===== config.mk =====
export PLATFORM = sky130hd
export DESIGN_NAME = non_restoring_divider_flat
export DESIGN_NICKNAME = d
export VERILOG_FILES = /design/src/nrd_pkg.sv /design/src/nrd_if.sv /design/src/nrd_step.sv /design/src/nrd_fix.sv /design/src/non_restoring_divider.sv /design/src/flat_wrapper.sv
export SDC_FILE = /design/constraint.sdc
export NUM_CORES = 1
export LEC_CHECK = 0
export ABC_AREA = 1
export BUFFER_PORTS_ARGS = -buffer_cell sky130_fd_sc_hd__buf_4
export CAP_MARGIN = 20
export CORE_ASPECT_RATIO = 1.25
export CORE_MARGIN = 10
export CORE_UTILIZATION = 55
export DETAILED_ROUTE_END_ITERATION = 7
export GPL_TIMING_DRIVEN = 0
export PLACE_DENSITY = 0.84
export SLEW_MARGIN = 15
export SYNTH_ARGS = -nofsm -noshare
export SYNTH_HDL_FRONTEND = slang
export SYNTH_HIERARCHICAL = 1
export SYNTH_SLANG_ARGS = --single-unit

===== constraint.sdc =====
create_clock -name clk -period 4.3 [get_ports clk]
set_input_delay 0 -clock clk [delete_from_list [all_inputs] [get_ports clk]]
set_output_delay 0 -clock clk [all_outputs]
set_load 0.02 [all_outputs]

===== src/nrd_pkg.sv =====
package nrd_pkg;

    // Extra bits the partial remainder carries above the operand width so that
    // it holds a sign and never wraps.
    localparam int PART_GUARD = 1;

    // Extra bit on the shifted value inside one iteration, before the add or
    // subtract brings it back into range.
    localparam int SHIFT_GUARD = 1;

endpackage


===== src/nrd_if.sv =====
// Request channel: one division per request.
interface nrd_req_if #(
    parameter int WIDTH = 8
);
    logic             valid;
    logic             ready;
    logic [WIDTH-1:0] dividend;
    logic [WIDTH-1:0] divisor;

    modport source (output valid, output dividend, output divisor, input ready);
    modport sink   (input valid, input dividend, input divisor, output ready);
endinterface

// Response channel: quotient, remainder and the zero-divisor flag.
interface nrd_rsp_if #(
    parameter int WIDTH = 8
);
    logic             valid;
    logic             ready;
    logic [WIDTH-1:0] quotient;
    logic [WIDTH-1:0] remainder;
    logic             div_by_zero;

    modport source (output valid, output quotient, output remainder,
                    output div_by_zero, input ready);
    modport sink   (input valid, input quotient, input remainder,
                    input div_by_zero, output ready);
endinterface


===== src/nrd_step.sv =====
// One non-restoring iteration followed by its pipeline register.
// The accumulator enters holding the dividend bits still to be consumed in its
// upper part and leaves with one more quotient bit shifted in at the bottom.
module nrd_step
    import nrd_pkg::*;
#(
    parameter int WIDTH = 8
) (
    input  logic                       clk,
    input  logic                       rst_n,
    input  logic                       in_valid,
    output logic                       in_ready,
    input  logic [WIDTH+PART_GUARD-1:0] in_part,
    input  logic [WIDTH-1:0]           in_acc,
    input  logic [WIDTH-1:0]           in_dvs,
    output logic                       out_valid,
    input  logic                       out_ready,
    output logic [WIDTH+PART_GUARD-1:0] out_part,
    output logic [WIDTH-1:0]           out_acc,
    output logic [WIDTH-1:0]           out_dvs
);

    localparam int PW = WIDTH + PART_GUARD;
    localparam int SW = PW + SHIFT_GUARD;

    logic          valid_reg;
    logic [PW-1:0] part_reg;
    logic [PW-1:0] part_next;
    logic [WIDTH-1:0] acc_reg;
    logic [WIDTH-1:0] acc_next;
    logic [WIDTH-1:0] dvs_reg;
    logic [SW-1:0] shifted;
    logic [SW-1:0] dvs_ext;
    logic [SW-1:0] sum;
    logic          load;

    // Shift in the next dividend bit, then add or subtract by the old sign.
    always_comb
    begin
        shifted   = {in_part, in_acc[WIDTH-1]};
        dvs_ext   = {{(SW-WIDTH){1'b0}}, in_dvs};
        sum       = in_part[PW-1] ? (shifted + dvs_ext) : (shifted - dvs_ext);
        part_next = sum[PW-1:0];
        acc_next  = {in_acc[WIDTH-2:0], ~sum[PW-1]};
    end

    // The stage takes a new item when it is empty or its content moves on.
    assign in_ready = !valid_reg || out_ready;
    assign load     = in_valid && in_ready;

    always_ff @(posedge clk or negedge rst_n)
    begin
        if (!rst_n)
        begin
            valid_reg <= 1'b0;
        end
        else if (in_ready)
        begin
            valid_reg <= in_valid;
        end
    end

    always_ff @(posedge clk)
    begin
        if (load)
        begin
            part_reg <= part_next;
            acc_reg  <= acc_next;
            dvs_reg  <= in_dvs;
        end
    end

    assign out_valid = valid_reg;
    assign out_part  = part_reg;
    assign out_acc   = acc_reg;
    assign out_dvs   = dvs_reg;

endmodule


===== src/nrd_fix.sv =====
// Final correction of a negative remainder and the output register.
module nrd_fix
    import nrd_pkg::*;
#(
    parameter int WIDTH = 8
) (
    input  logic                        clk,
    input  logic                        rst_n,
    input  logic                        in_valid,
    output logic                        in_ready,
    input  logic [WIDTH+PART_GUARD-1:0] in_part,
    input  logic [WIDTH-1:0]            in_acc,
    input  logic [WIDTH-1:0]            in_dvs,
    nrd_rsp_if.source                   rsp
);

    localparam int PW = WIDTH + PART_GUARD;

    logic             valid_reg;
    logic [WIDTH-1:0] quo_reg;
    logic [WIDTH-1:0] rem_reg;
    logic [WIDTH-1:0] rem_next;
    logic [WIDTH-1:0] dvs_reg;
    logic             dbz_reg;
    logic             dbz_next;
    logic [PW-1:0]    fixed;
    logic             load;

    // A negative remainder gets the divisor added back once. With a zero
    // divisor the iterations leave the dividend itself and all-ones bits.
    always_comb
    begin
        fixed    = in_part[PW-1] ? (in_part + {{PART_GUARD{1'b0}}, in_dvs}) : in_part;
        rem_next = fixed[WIDTH-1:0];
        dbz_next = (in_dvs == '0);
    end

    assign in_ready = !valid_reg || rsp.ready;
    assign load     = in_valid && in_ready;

    always_ff @(posedge clk or negedge rst_n)
    begin
        if (!rst_n)
        begin
            valid_reg <= 1'b0;
        end
        else if (in_ready)
        begin
            valid_reg <= in_valid;
        end
    end

    always_ff @(posedge clk)
    begin
        if (load)
        begin
            quo_reg <= in_acc;
            rem_reg <= rem_next;
            dvs_reg <= in_dvs;
            dbz_reg <= dbz_next;
        end
    end

    assign rsp.valid       = valid_reg;
    assign rsp.quotient    = quo_reg;
    assign rsp.remainder   = rem_reg;
    assign rsp.div_by_zero = dbz_reg;

`ifndef NO_ASSERTIONS
    // A zero divisor must come out as an all-ones quotient.
    assert property (@(posedge clk) disable iff (!rst_n)
        valid_reg && dbz_reg |-> quo_reg == '1)
        else $error("zero divisor without all-ones quotient");

    // A real division must leave a remainder below the divisor.
    assert property (@(posedge clk) disable iff (!rst_n)
        valid_reg && !dbz_reg |-> rem_reg < dvs_reg)
        else $error("remainder not below divisor");

    // A stalled result must be held until it is taken.
    assert property (@(posedge clk) disable iff (!rst_n)
        valid_reg && !rsp.ready |=> valid_reg && $stable(quo_reg) && $stable(rem_reg))
        else $error("stalled result changed");
`endif

endmodule


===== src/non_restoring_divider.sv =====
// Unsigned non-restoring divider, fully pipelined.
// A request on req carries dividend and divisor, WIDTH bits each; a response
// on rsp carries quotient, remainder and div_by_zero for every request, in
// request order. Both channels move an item on a clock edge where valid and
// ready are both high.
// A request passes one register stage per quotient bit, then the remainder
// correction stage, which is also the output register. A new request is
// accepted every cycle unless a stall backs up to req.ready, so throughput is
// one division per cycle while the receiver keeps ready high.
// A zero divisor flags div_by_zero, returns an all-ones quotient and the
// dividend as remainder.
// Reset (rst_n low, asynchronous) empties every stage; no response is pending
// afterwards. When the receiver holds ready low, the response is held and each
// stage keeps its item while the next one is full, so the stall walks back to
// req.ready; nothing is lost or repeated.
module non_restoring_divider
    import nrd_pkg::*;
#(
    parameter int WIDTH = 8
) (
    input  logic      clk,
    input  logic      rst_n,
    nrd_req_if.sink   req,
    nrd_rsp_if.source rsp
);

    localparam int PW = WIDTH + PART_GUARD;

    // Links between stages; link 0 is the request port.
    logic             vld_c  [WIDTH+1];
    logic             rdy_c  [WIDTH+1];
    logic [PW-1:0]    part_c [WIDTH+1];
    logic [WIDTH-1:0] acc_c  [WIDTH+1];
    logic [WIDTH-1:0] dvs_c  [WIDTH+1];

    assign vld_c[0]  = req.valid;
    assign req.ready = rdy_c[0];
    assign part_c[0] = '0;
    assign acc_c[0]  = req.dividend;
    assign dvs_c[0]  = req.divisor;

    // One iteration stage per quotient bit.
    for (genvar i = 0; i < WIDTH; i++)
    begin : g_step
        nrd_step #(
            .WIDTH (WIDTH)
        ) u_step (
            .clk       (clk),
            .rst_n     (rst_n),
            .in_valid  (vld_c[i]),
            .in_ready  (rdy_c[i]),
            .in_part   (part_c[i]),
            .in_acc    (acc_c[i]),
            .in_dvs    (dvs_c[i]),
            .out_valid (vld_c[i+1]),
            .out_ready (rdy_c[i+1]),
            .out_part  (part_c[i+1]),
            .out_acc   (acc_c[i+1]),
            .out_dvs   (dvs_c[i+1])
        );
    end

    // Remainder correction and output register.
    nrd_fix #(
        .WIDTH (WIDTH)
    ) u_fix (
        .clk      (clk),
        .rst_n    (rst_n),
        .in_valid (vld_c[WIDTH]),
        .in_ready (rdy_c[WIDTH]),
        .in_part  (part_c[WIDTH]),
        .in_acc   (acc_c[WIDTH]),
        .in_dvs   (dvs_c[WIDTH]),
        .rsp      (rsp)
    );

endmodule


===== src/flat_wrapper.sv =====
// flat-port wrapper written by rule: the top's interface ports become plain ports
module non_restoring_divider_flat import nrd_pkg::*;
#(
    parameter int WIDTH = 8
)
  (clk, rst_n, req_valid, req_dividend, req_divisor, req_ready, rsp_valid, rsp_quotient, rsp_remainder, rsp_div_by_zero, rsp_ready);
  nrd_req_if #(.WIDTH(WIDTH)) req_i ();
  nrd_rsp_if #(.WIDTH(WIDTH)) rsp_i ();
  input  logic clk;
  input  logic rst_n;
  input wire logic [$bits(req_i.valid)-1:0] req_valid;
  input wire logic [$bits(req_i.dividend)-1:0] req_dividend;
  input wire logic [$bits(req_i.divisor)-1:0] req_divisor;
  output wire logic [$bits(req_i.ready)-1:0] req_ready;
  output wire logic [$bits(rsp_i.valid)-1:0] rsp_valid;
  output wire logic [$bits(rsp_i.quotient)-1:0] rsp_quotient;
  output wire logic [$bits(rsp_i.remainder)-1:0] rsp_remainder;
  output wire logic [$bits(rsp_i.div_by_zero)-1:0] rsp_div_by_zero;
  input wire logic [$bits(rsp_i.ready)-1:0] rsp_ready;
  assign req_i.valid = req_valid;
  assign req_i.dividend = req_dividend;
  assign req_i.divisor = req_divisor;
  assign req_ready = req_i.ready;
  assign rsp_valid = rsp_i.valid;
  assign rsp_quotient = rsp_i.quotient;
  assign rsp_remainder = rsp_i.remainder;
  assign rsp_div_by_zero = rsp_i.div_by_zero;
  assign rsp_i.ready = rsp_ready;
  non_restoring_divider #(.WIDTH(WIDTH)) u_core (.clk(clk), .rst_n(rst_n), .req(req_i), .rsp(rsp_i));
endmodule

Word level (Yosys, flattened, before mapping)
Index checks and enable logic that the tools add are counted.
Widths: inputs -> output; s select.

operators by class
  add/sub/neg operators = 16
  multiplexer cells = 8
  bitwise gates (word level) = 8
  reductions and logical operators = 28

operators by type and width
  cell               count
  $add 9x8->9        7
  $mux 9             7
  $sub 9x8->9        7
  $logic_and 1x1->1  9
  $logic_not 1->1    9
  $logic_or 1x1->1   9
  $sub 1x8->9        1
  $add 8x8->8        1
  $logic_not 8->1    1
  $mux 8             1
  $not 1->1          8

word-level totals
  register bits = 226
  output and inout port bits = 19
  input bits = 20
  logic and storage cells = 96

Logic depth before layout (Yosys ltp)
  word-level depth = 11
  gate-level depth with buffers = 19
  mapped depth without buffers = 19

By module
Netlist, hierarchy kept.

by module, submodules not included
  module                                   instances  area an instance (sq um)  seq. area each (sq um)  cells each
  nrd_step at u_core.g_step[1].u_step ...  4          1377.6                    775.7                   135
  nrd_step at u_core.g_step[0].u_step ...  2          1421.4                    775.7                   147
  nrd_step at u_core.g_step[7].u_step      1          1415.1                    775.7                   146
  nrd_step at u_core.g_step[2].u_step      1          1407.6                    775.7                   146
  nrd_fix                                  1          1007.2                    535.5                   108
  non_restoring_divider                    1          3.8                       0.0                     1

Least setup slack after synthesis
OpenSTA, ideal clock, no wires.

  path kind = reg-to-reg
  start point = reg u_core.u_fix.valid_reg (netlist: u_core/u_fix/rsp.valid)
  end point = reg u_core.g_step[0].u_step.acc_reg[0] (enable)
  required time = 3.885 ns
  arrival time = 2.604 ns
  setup slack = 1.281 ns
  clock period less this slack = 3.019 ns
  stages on the path, launching flop included = 18
  buffers on the path = 0
  library setup time = 0.415 ns
  cells stage by stage = dfrtp_1 > nand2_1 > inv_1 > nand2_1 > inv_1 > nand2_1 > inv_1 > nand2_1 > inv_1 > nand2_1 > inv_1 > nand2_1 > inv_1 > nand2_1 > inv_1 > nand2_1 > inv_1 > a21oi_1

RTL lines
  item                    line            text
  start, declared         nrd_fix.sv:19   logic valid_reg;
  start signal, assigned  nrd_fix.sv:49   valid_reg <= in_valid;
  end signal, assigned    nrd_step.sv:68  acc_reg <= acc_next;
  end, declared           nrd_step.sv:29  logic [WIDTH-1:0] acc_reg;

==> metrics.yaml <==
synthesis:
  synth_edf_count: 217
  synth_xor_area_share_pct: 5.25
  yosysUniqueCellTypes: 31
  yosys_warnings: 6
  avgSynthCellArea_sq_um: 9.87
  synth_top_family_by_area: "simple AND/OR/NAND/NOR gates"
  seq_area_frac_synth_pct: 55.3
  synth_area_leaders: "edfxtp_1 53%, nand2_1 11%, ha_1 8.1%, inv_1 5.7%, xor2_1 3.9%"
  yosys.area.top_type: "edfxtp_1"
  synth.mux.area_fraction_pct: 0
  synth_ff_type: "edfxtp_1"
  async_reset_ff_share_pct: 3.98
  synth-adder-area-share_pct: 9.59
  yosysTopAreaCellShare_pct: 53.5
  ys_ff_latch: 226
  synth-simple-area-share_pct: 18.6
  synth_area_sq_um: 12200
  synth-compound-area-share_pct: 4.34
  syn_inst: 1235
power:
  pwr_density_cell_nw_per_um2: 792
  combPwrFrac_pct: 46.2
  p_sw_w: 0.00440
  p_seq_share_pct: 35.3
  power.share.switching_pct: 39.8
  p_int_w: 0.00666
  peakVddDrop_mv: 0.449
  p_leak_nw: 6.53
  pwr-share-clk_pct: 18.5
cts:
  insertion_delay_ps: 510
  numCtsBuffers: 23
  clock_path_buffers: 3
  htree_levels: 1
  cts_root_buf: "clkbuf_16"
  cts_tree: "built"
  cts.sinks: 226
  clkSlewWorstSetupHoldPaths_ps: 60
critical_path:
  crit_chain: "nand2_1 > inv_1 > nand2_1 > inv_1 > nand2_1 > inv_1 > nand2_1 > inv_1 > nand2_1 > inv_1 > nand2_1 > inv_1 > nand2_1 > inv_1 > nand2_1 > inv_1 > a21oi_4"
  reg2regPathDepth: 17
  reg2reg_from: "u_core/u_fix/rsp.valid$_DFFE_PN0N_"
  reg2reg_slack_ps: 1580
  max_stage_delay_ps: 630
  crit_slowest_cell: "a21oi_4"
  r2r_end: "u_core/g_step[0].u_step/out_part[4]$_DFFE_PP_"
  worstPathRequired_ps: 4440
  critPathLaunch: "u_core/u_fix/rsp.valid$_DFFE_PN0N_"
  cp_data_arrival_time_ps: 2860
  setup.worst_path.start_class: "register"
  crit_path_end_kind: "register"
  worstSetupPathType: "reg -> reg"
  crit_path_max_fanout: 25
drt:
  antenna_left: 0
  drt_wl_total_microns: 23700
  vias: 8473
  viasPerCell: 5.20
  dr.pass1.iters: 5
  drt-initial-drc-count: 385
  route.detailed.drc: 0
  avgRoutedWirePerCell_microns: 14.6
finish:
  syn_to_final_growth_pct: 14.6
  n_fill_cell: 1590
  drive_above_1_share_pct: 10.9
  multi_input_area_sq_um: 4750
  antennaDiodeCount: 0
  postLayoutCellArea_sq_um: 14000
  final_nets: 1441
  ff_latch_area_sq_um: 6740
  largest_reg_flops: 72
job:
  drv_cap: 0
die:
  initial_core_util_pct: 56.2
  rows: 60
  ios: 39
  die_w_microns: 153
  die-area_sq_um: 28500
  die_h_microns: 186
  coreArea_sq_um: 21700
sta:
  fmaxAchievable_mhz: 368
  slew_headroom_pct: 45.1
  hold_ws_ps: 220
  rsz0062_at_grt: "false"
  finClkSkew_ps: 9.59
  setup_violations: 0
  period_share_pct: 63.2
  fin_crit_ps: 2720
  worst_pin_slew_ps: 821
  maxSlewViolCount: 0
  hold_viol: 0
  fin_setup_tns_ps: 0
grt:
  antenna_found_initial: 0
  grt_first_pass_wirelength_microns: 39300
  gr-total-overflow: 0
  grt_pass1_vias: 9025
  grt_max_degree: 26
  track_usage_pct: 16.3
hold_path:
  hold_depth: 2
  hp-start: "req_dividend[3]"
  hold_class: "in -> reg"
  min_to: "u_core/g_step[0].u_step/out_acc[4]$_DFFE_PP_"
place:
  hpwl_microns: 17900
  gp_congestion: 0.871
  placed_area_sq_um: 13000
  port_buffers: 38
status:
  outcome: "finished clean"
-- worst max-delay path: cells and delay by family, from the launching register on --
| family | cells | cell delay (ps) |
|---|---|---|
| DFF | 1 | 410 |
| AOI/OAI and AO/OA | 1 | 630 |
| and+or+nand+nor | 8 | 670 |
| buffers and inverters | 8 | 640 |
-- worst max-delay path by stage --
stage | end | cells after the start
3_3_place_gp | u_core/g_step[0].u_step/out_part[5]$_DFFE_PP_ | 17
5_1_grt | u_core/g_step[0].u_step/out_part[8]$_DFFE_PP_ | 17
2_1_floorplan | u_core/g_step[0].u_step/out_acc[0]$_DFFE_PP_ | 17
4_1_cts | u_core/g_step[0].u_step/out_part[2]$_DFFE_PP_ | 17
3_5_place_dp | u_core/g_step[0].u_step/out_part[4]$_DFFE_PP_ | 17
6_report | u_core/g_step[0].u_step/out_part[4]$_DFFE_PP_ | 17
-- cell usage in the layout (no fill, tap or decap), types with 23 or more instances in the layout --
cell type    n
buf_4       38
edfxtp_1   217
a21oi_1     30
inv_2       26
nand2_1    354
nand3_1     84
inv_1      185
nor2_1      46
ha_1        79
clkbuf_16   23
xor2_1      54
-- synth_stat cells, types with 14 or more instances --
cell type	instances
inv_1	185
edfxtp_1	217
xor2_1	54
nand2_1	354
o21ai_0	15
nor2_1	46
xnor2_1	19
inv_2	26
a21oi_1	39
nand2_2	20
nand3b_1	14
nand3_1	84
ha_1	79
-- metrics by stage --
stage	worst slack [ps]	total power, W	utilization (%)	instances
6_report	1580	0.0111	64.4	1629
5_1_grt	1220	0.0119	64.4	1629
2_1_floorplan	1280	0.00769	-	1249
4_1_cts	1540	0.0110	64.4	1629
3_5_place_dp	1560	0.00892	59.8	1567
3_3_place_gp	819	0.00856	59.3	1566
-- power by group through the flow --
stage	logic [W]	clock network, W	registers (W)
detailed placement	0.00497	0	0.00395
global placement	0.00465	0	0.00391
global route	0.00577	0.00217	0.00397
floorplan	0.00381	0	0.00389
CTS	0.00505	0.00209	0.00391
finish	0.00511	0.00205	0.00390
-- cell families (layout without fill, tap and decap cells) --
group / count (synthesis) / in the layout
buf+inv: 222 / 323
fa+ha+maj: 88 / 88
flops: 226 / 226
other cells: 1 / 15
xor+xnor: 73 / 73
compound gates: 91 / 91
simple gates: 534 / 534
-- routing by layer --
metal  vias to the layer above  global-route usage [%]  routed length [microns]
li1                       4215                       -                        -
met1                      3978                    12.4                     7450
met2                       181                    34.8                    14100
met3                        99                    2.60                      794
met4                         0                    10.2                     1430
met5                         -                       0                        0
-- repair_timing --
action	CTS	global route
resized for setup	0	0
buffers inserted	0	0
endpoints found under the hold margin	33	0
hold buffers	20	0
-- final cells by class --
| cell class | instances | share of cell area [%] |
|---|---|---|
| plain buffers | 1 | 0.0807 |
| clock buffers | 25 | 4.18 |
| clock inverters | 17 | 1.43 |
| inverters | 221 | 5.94 |
| multi-input cells | 801 | 34.0 |
| flip-flops and latches | 226 | 48.3 |
| well taps | 279 | 2.50 |
| repair buffers | 59 | 3.56 |
Note: power is estimated with default switching activity, not from simulation.
